[src/design/lst_pkg.sv]
// Shared constants, codes and control structs for the latency statistics table.
// No dependencies; every other design file except lst_ram imports this package.
`timescale 1ns / 1ps
`default_nettype none

package lst_pkg;

   localparam int unsigned NUM_SLOTS_DEFAULT = 16;
   localparam int unsigned SLOT_LIMIT        = 16;  // most results one snapshot emits
   localparam int unsigned TIME_W            = 64;
   localparam int unsigned SLOT_W            = 4;
   localparam int unsigned CSR_W             = 5;
   localparam int unsigned CNT_W             = 5;   // holds 0..SLOT_LIMIT

   localparam logic [CSR_W-1:0] CSR_RESET = CSR_W'(16);

   // action codes
   localparam logic ACT_RECORD   = 1'b0;
   localparam logic ACT_SNAPSHOT = 1'b1;

   typedef struct packed {
      logic [TIME_W-1:0] count;
      logic [TIME_W-1:0] total;
      logic [TIME_W-1:0] min;
      logic [TIME_W-1:0] max;
   } lst_entry_type;

   localparam lst_entry_type ENTRY_CLEAR = '{
      count: '0,
      total: '0,
      min:   '1,
      max:   '0
   };

   // controller -> datapath
   typedef struct packed {
      logic              capture;   // latch elapsed time of a record beat
      logic              rd_en;     // read the table at rd_idx
      logic [CNT_W-1:0]  rd_idx;
      logic              update;    // write back the updated record entry
      logic              load_out;  // load the result register
      logic [SLOT_W-1:0] out_slot;
      logic              out_last;
      logic              clear_all; // drop every valid bit
   } lst_cmd_type;

   // datapath -> controller
   typedef struct packed {
      logic out_free;
   } lst_stat_type;

endpackage

`default_nettype wire

[src/design/lst_ctrl.sv]
// Controller: slot-count register, record/snapshot sequencing, request ready.
// Depends on lst_pkg; drives lst_cmd_type to the datapath.
`timescale 1ns / 1ps
`default_nettype none

module lst_ctrl import lst_pkg::*; #(
   parameter int unsigned NUM_SLOTS = NUM_SLOTS_DEFAULT
) (
   input  wire logic              clock,
   input  wire logic              reset,
   input  wire logic              req_valid,
   input  wire logic              req_action,
   input  wire logic [SLOT_W-1:0] req_slot,
   output logic                   req_ready,
   input  wire logic              csr_wr_en,
   input  wire logic [CSR_W-1:0]  csr_wr_data,
   input  wire lst_stat_type      stat,
   output lst_cmd_type            cmd
);
   localparam int unsigned LIMIT_INT = (NUM_SLOTS < SLOT_LIMIT) ? NUM_SLOTS : SLOT_LIMIT;
   localparam logic [CNT_W-1:0] LIMIT = CNT_W'(LIMIT_INT);

   typedef enum logic [1:0] {
      ST_IDLE,
      ST_UPDATE,
      ST_DUMP
   } state_type;

   state_type        state_ff, state_in;
   logic [CNT_W-1:0] idx_ff, idx_in;
   logic [CSR_W-1:0] slots_ff;
   logic [CNT_W-1:0] active;
   logic [CNT_W-1:0] idx_next;
   logic             is_last;

   // clamp to 1..LIMIT
   always_comb begin
      if (slots_ff == '0) begin
         active = CNT_W'(1);
      end else if (CNT_W'(slots_ff) > LIMIT) begin
         active = LIMIT;
      end else begin
         active = CNT_W'(slots_ff);
      end
   end

   assign idx_next = idx_ff + CNT_W'(1);
   assign is_last  = (idx_next == active);
   assign req_ready = (state_ff == ST_IDLE);

   always_comb begin
      cmd      = '0;
      state_in = state_ff;
      idx_in   = idx_ff;
      unique case (state_ff)
         ST_IDLE: begin
            if (req_valid) begin
               if (req_action == ACT_SNAPSHOT) begin
                  cmd.rd_en  = 1'b1;
                  cmd.rd_idx = '0;
                  idx_in     = '0;
                  state_in   = ST_DUMP;
               end else if (CNT_W'(req_slot) < active) begin
                  cmd.capture = 1'b1;
                  cmd.rd_en   = 1'b1;
                  cmd.rd_idx  = CNT_W'(req_slot);
                  state_in    = ST_UPDATE;
               end
            end
         end
         ST_UPDATE: begin
            cmd.update = 1'b1;
            state_in   = ST_IDLE;
         end
         ST_DUMP: begin
            if (stat.out_free) begin
               cmd.load_out = 1'b1;
               cmd.out_slot = idx_ff[SLOT_W-1:0];
               cmd.out_last = is_last;
               if (is_last) begin
                  cmd.clear_all = 1'b1;
                  state_in      = ST_IDLE;
               end else begin
                  cmd.rd_en  = 1'b1;
                  cmd.rd_idx = idx_next;
                  idx_in     = idx_next;
               end
            end
         end
         default: begin
            state_in = ST_IDLE;
         end
      endcase
   end

   always_ff @(posedge clock) begin
      if (reset) begin
         state_ff <= ST_IDLE;
         idx_ff   <= '0;
         slots_ff <= CSR_RESET;
      end else begin
         state_ff <= state_in;
         idx_ff   <= idx_in;
         if (csr_wr_en) begin
            slots_ff <= csr_wr_data;
         end
      end
   end

endmodule

`default_nettype wire

[config.mk]
export PLATFORM = sky130hd
export DESIGN_NAME = lst_ctrl
export DESIGN_NICKNAME = d
export VERILOG_FILES = /design/src/design/lst_pkg.sv /design/src/design/lst_ctrl.sv
export SDC_FILE = /design/constraint.sdc
export NUM_CORES = 1
export LEC_CHECK = 0
export BUFFER_PORTS_ARGS = -buffer_cell sky130_fd_sc_hd__buf_4
export CORE_MARGIN = 4
export CORE_UTILIZATION = 44
export CTS_CLUSTER_DIAMETER = 120
export DETAILED_ROUTE_END_ITERATION = 8
export GPL_TIMING_DRIVEN = 0
export PLACE_DENSITY = 0.7
export SYNTH_ARGS = -nofsm -noshare
export SYNTH_HDL_FRONTEND = slang
export SYNTH_SLANG_ARGS = --single-unit
[constraint.sdc]
create_clock -name clock -period 2.1 [get_ports clock]
set_input_delay 0.105 -clock clock [delete_from_list [all_inputs] [get_ports clock]]
set_output_delay 0.105 -clock clock [all_outputs]
set_load 0.01 [all_outputs]
==> impl_metrics.ini <==
[die]
die_width_um = 53.4
coreArea_um2 = 1960
ioPinCount = 31
fp.dieArea_um2 = 2860
initial_core_util_pct = 46.3
rows = 16
die_height_um = 53.4

[global_routing]
number_of_global_route_vias_before_repair = 854
grt_max_degree = 11
grt_overflow = 0
wire_length_of_the_first_global_routing_pass_mm = 3.75
grt_antenna_before_repair = 0
total_track_usage_pct = 18.1

[clock_network]
ctsRootBufferMaster = clkbuf_4
tritoncts = done
clk_pin_slew_ns = 0.09
clkLatencyLatePin_ns = 0.27
clockBufferDepth = 2
numCtsBuffers = 3
cts.sink_count = 12
cts-htree-levels = 1

[logic_synthesis]
synth_sequential_area_ratio_pct = 26.4
yosys.cell_types.count = 42
synth_area_per_cell_um2 = 8.57
synth_seq_cells = 12
async_flop_share_pct = 0
ys_dominant_reg_cell = dfxtp_1
synth_largest_type_area_fraction_pct = 26.4
synthTopCellsByArea = dfxtp_1 (26%), mux2i_1 (6.6%), ha_1 (5.5%)
synthesis.area_um2 = 908
synth_fp_nets = 125
syn_inst = 106
synth-edff-count = 0
ys_warn_count = 0
yosys.area.top_type = dfxtp_1

[power]
internal_power_uw = 422
irDropWorstVdd_v = 0.000351
total_power_uw = 595
cellLeakagePower_uw = 0.000612
power.switching_uw = 173
power.switching_fraction_pct = 29.1
clock_power_share_pct = 32.0
power_density_nw_per_um2 = 436
pwr-share-comb_pct = 26.5
pwr-share-seq_pct = 41.5

[detailed_routing]
drt-vias-per-instance = 5.48
routedWlPerCell_um = 13.8
drt_first_pass_iters = 4
routed_wirelength_mm = 2.41
drt_iter0_markers = 11
via_count = 954
antenna_violating_nets_post_route = 0
drc = 0

[timing]
final.setup_skew_ns = 0.00253
fin_worst_hold_slack_ns = 0.0623
period_utilisation_layout_pct = 102
slew_viol_final = 0
tns_ns = -0.141
slew-limit-headroom_pct = 77.7
setup_viol_count_final = 5
timing.final.hold_violations = 0
max_clock_freq_ghz = 0.465
final.min_clock_period_ns = 2.15
transition_time_of_the_tightest_slew_check_pin_ns = 0.335
timing.final.ws_setup_ns = -0.0513
unrepaired_setup_endpoints_after_global_routing = true

[critical_path]
crit_path_max_fanout = 5
register_to_register_setup_slack_ns = 0.07
ff2ff_path_depth = 9
cp_slowest_cell = dfxtp_2
timing.critical_path.from_type = flip-flop
cp.required_ns = 2.00
critical_path_buffers_and_inverters = 1
path_delay_family = compound AO/OA/AOI/OAI gates
worst_setup_path_end_kind = output pin
crit_path_cell_trace = ha_4, nor3b_1, a31oi_1, mux2i_1, o211a_4, nor2_2, a22o_1, buf_6
path_class = reg2out
regToRegStartpoint = idx_ff[1]
timing.rr.end = idx_ff[2]
crit_arrival_ns = 2.05
worst_path_largest_cell_delay_ns = 0.36

[cells_and_area]
area_growth_pct = 50.3
antennaDiodeCount = 0
final_layout_fill_cell_count = 159
layout.cells.most_common_list = buf_4 (37), nor2_1 (10), nand2_1 (7)
final_layout_size_suffix_gt1_share_pct = 50.3
final_nets = 167
layout.cells.most_common = buf_4
final_cell_count_no_fill = 174

[placement]
dpl.cell_count = 161
place.port_buffers = 28
detailedPlacementHpwl_mm = 1.75
place_congestion = 0.745

[min_path]
worst_hold_path_type = in2reg
holdCritStartpoint = csr_wr_data[4]
whs_path_depth = 3
hold-path-endpoint = slots_ff[4]

[run]
max_cap_violations = 0

[run_status]
run_status = finished with violations
failed_checks = negative setup slack
[state kept, by name, indices dropped and copies added (netlist names)]
name      count
slots_ff      5
idx_ff        5
state_ff      2
[stage by stage]
stage	setup slack [ns]	area (µm²)	util, %
floorplan	0.174	908	-
global placement	-0.113	1150	58.7
detailed placement	-0.126	1150	58.7
CTS	-0.00812	1330	67.5
global route	-0.118	1370	69.6
finish	-0.0513	1370	69.6
[power by group through the flow]
stage	sequential, µW	combinational [µW]	clock [µW]
CTS	246	151	193
finish	247	157	191
floorplan	251	80.7	0
global route	248	173	204
global placement	254	130	0
detailed placement	255	132	0
[layer usage]
| metal | global-route usage (%) | vias up | part of all wire (%) |
|---|---|---|---|
| li1 | - | 470 | - |
| met1 | 22.4 | 452 | 44 |
| met2 | 31.2 | 30 | 51 |
| met3 | 3.66 | 2 | 4.5 |
| met4 | 5.11 | 0 | 0.54 |
| met5 | 0 | - | 0 |
[repair_timing]
action	CTS	global route
gates resized for setup	22	6
endpoints found under the setup margin	14	9
pin swaps	7	2
setup buffers	7	3
hold buffers	0	0
[how the worst max path moves through the flow]
| stage | start | endpoint | slack, ns | depth (start not counted) |
|---|---|---|---|---|
| floorplan | idx_ff[0] | idx_ff[2] | 0.17 | 7 |
| global placement | idx_ff[0] | cmd[9] | -0.11 | 8 |
| detailed placement | idx_ff[0] | cmd[9] | -0.13 | 8 |
| CTS | idx_ff[0] | cmd[9] | -0.008 | 8 |
| global route | slots_ff[2] | cmd[9] | -0.12 | 7 |
| finish | idx_ff[1] | cmd[9] | -0.05 | 8 |
[cell families (layout without fill, tap and decap cells)]
group | count (synthesis) | count (layout) | share of synthesized area, %
flip-flops | 12 | 12 | 26.4
buffers and inverters | 9 | 50 | 4.41
AO/OA/AOI/OAI | 26 | 26 | 23.0
adder cells (fa/ha/maj) | 4 | 4 | 5.51
XOR/XNOR | 6 | 6 | 6.61
AND/OR/NAND/NOR | 42 | 42 | 26.2
multiplexers | 7 | 7 | 7.85
[cell type report]
class / instances / area, µm² / share of cell area [%]
clock buffer: 4 / 36.3 / 2.66
timing repair buffer: 38 / 293 / 21.4
tap: 27 / 33.8 / 2.47
inverter: 4 / 17.5 / 1.28
buffer: 4 / 21.3 / 1.56
multi-input combinational: 85 / 707 / 51.8
sequential: 12 / 256 / 18.8
[synth_stat cells (all sizes together), types with 2 or more instances]
cell type and n:
a21oi 7, a22o 4, and2 6, buf 2
clkbuf 3, dfxtp 12, ha 4, inv 4
mux2i 6, nand2 7, nand2b 2, nand3 4
nor2 11, nor2b 2, nor3 2, nor4 2
o211ai 2, o21ai 2, o2bb2ai 2, xnor2 5
[worst reg2reg max path, stage by stage (launching register included)]
cell,delay (ns)
dfxtp_2,0.36
ha_4,0.27
nor3b_1,0.21
a31oi_1,0.06
mux2i_1,0.24
o211a_4,0.23
buf_4,0.11
buf_4,0.11
nor3_2,0.05
a221o_1,0.29
Power figures use the tool's default switching activity.
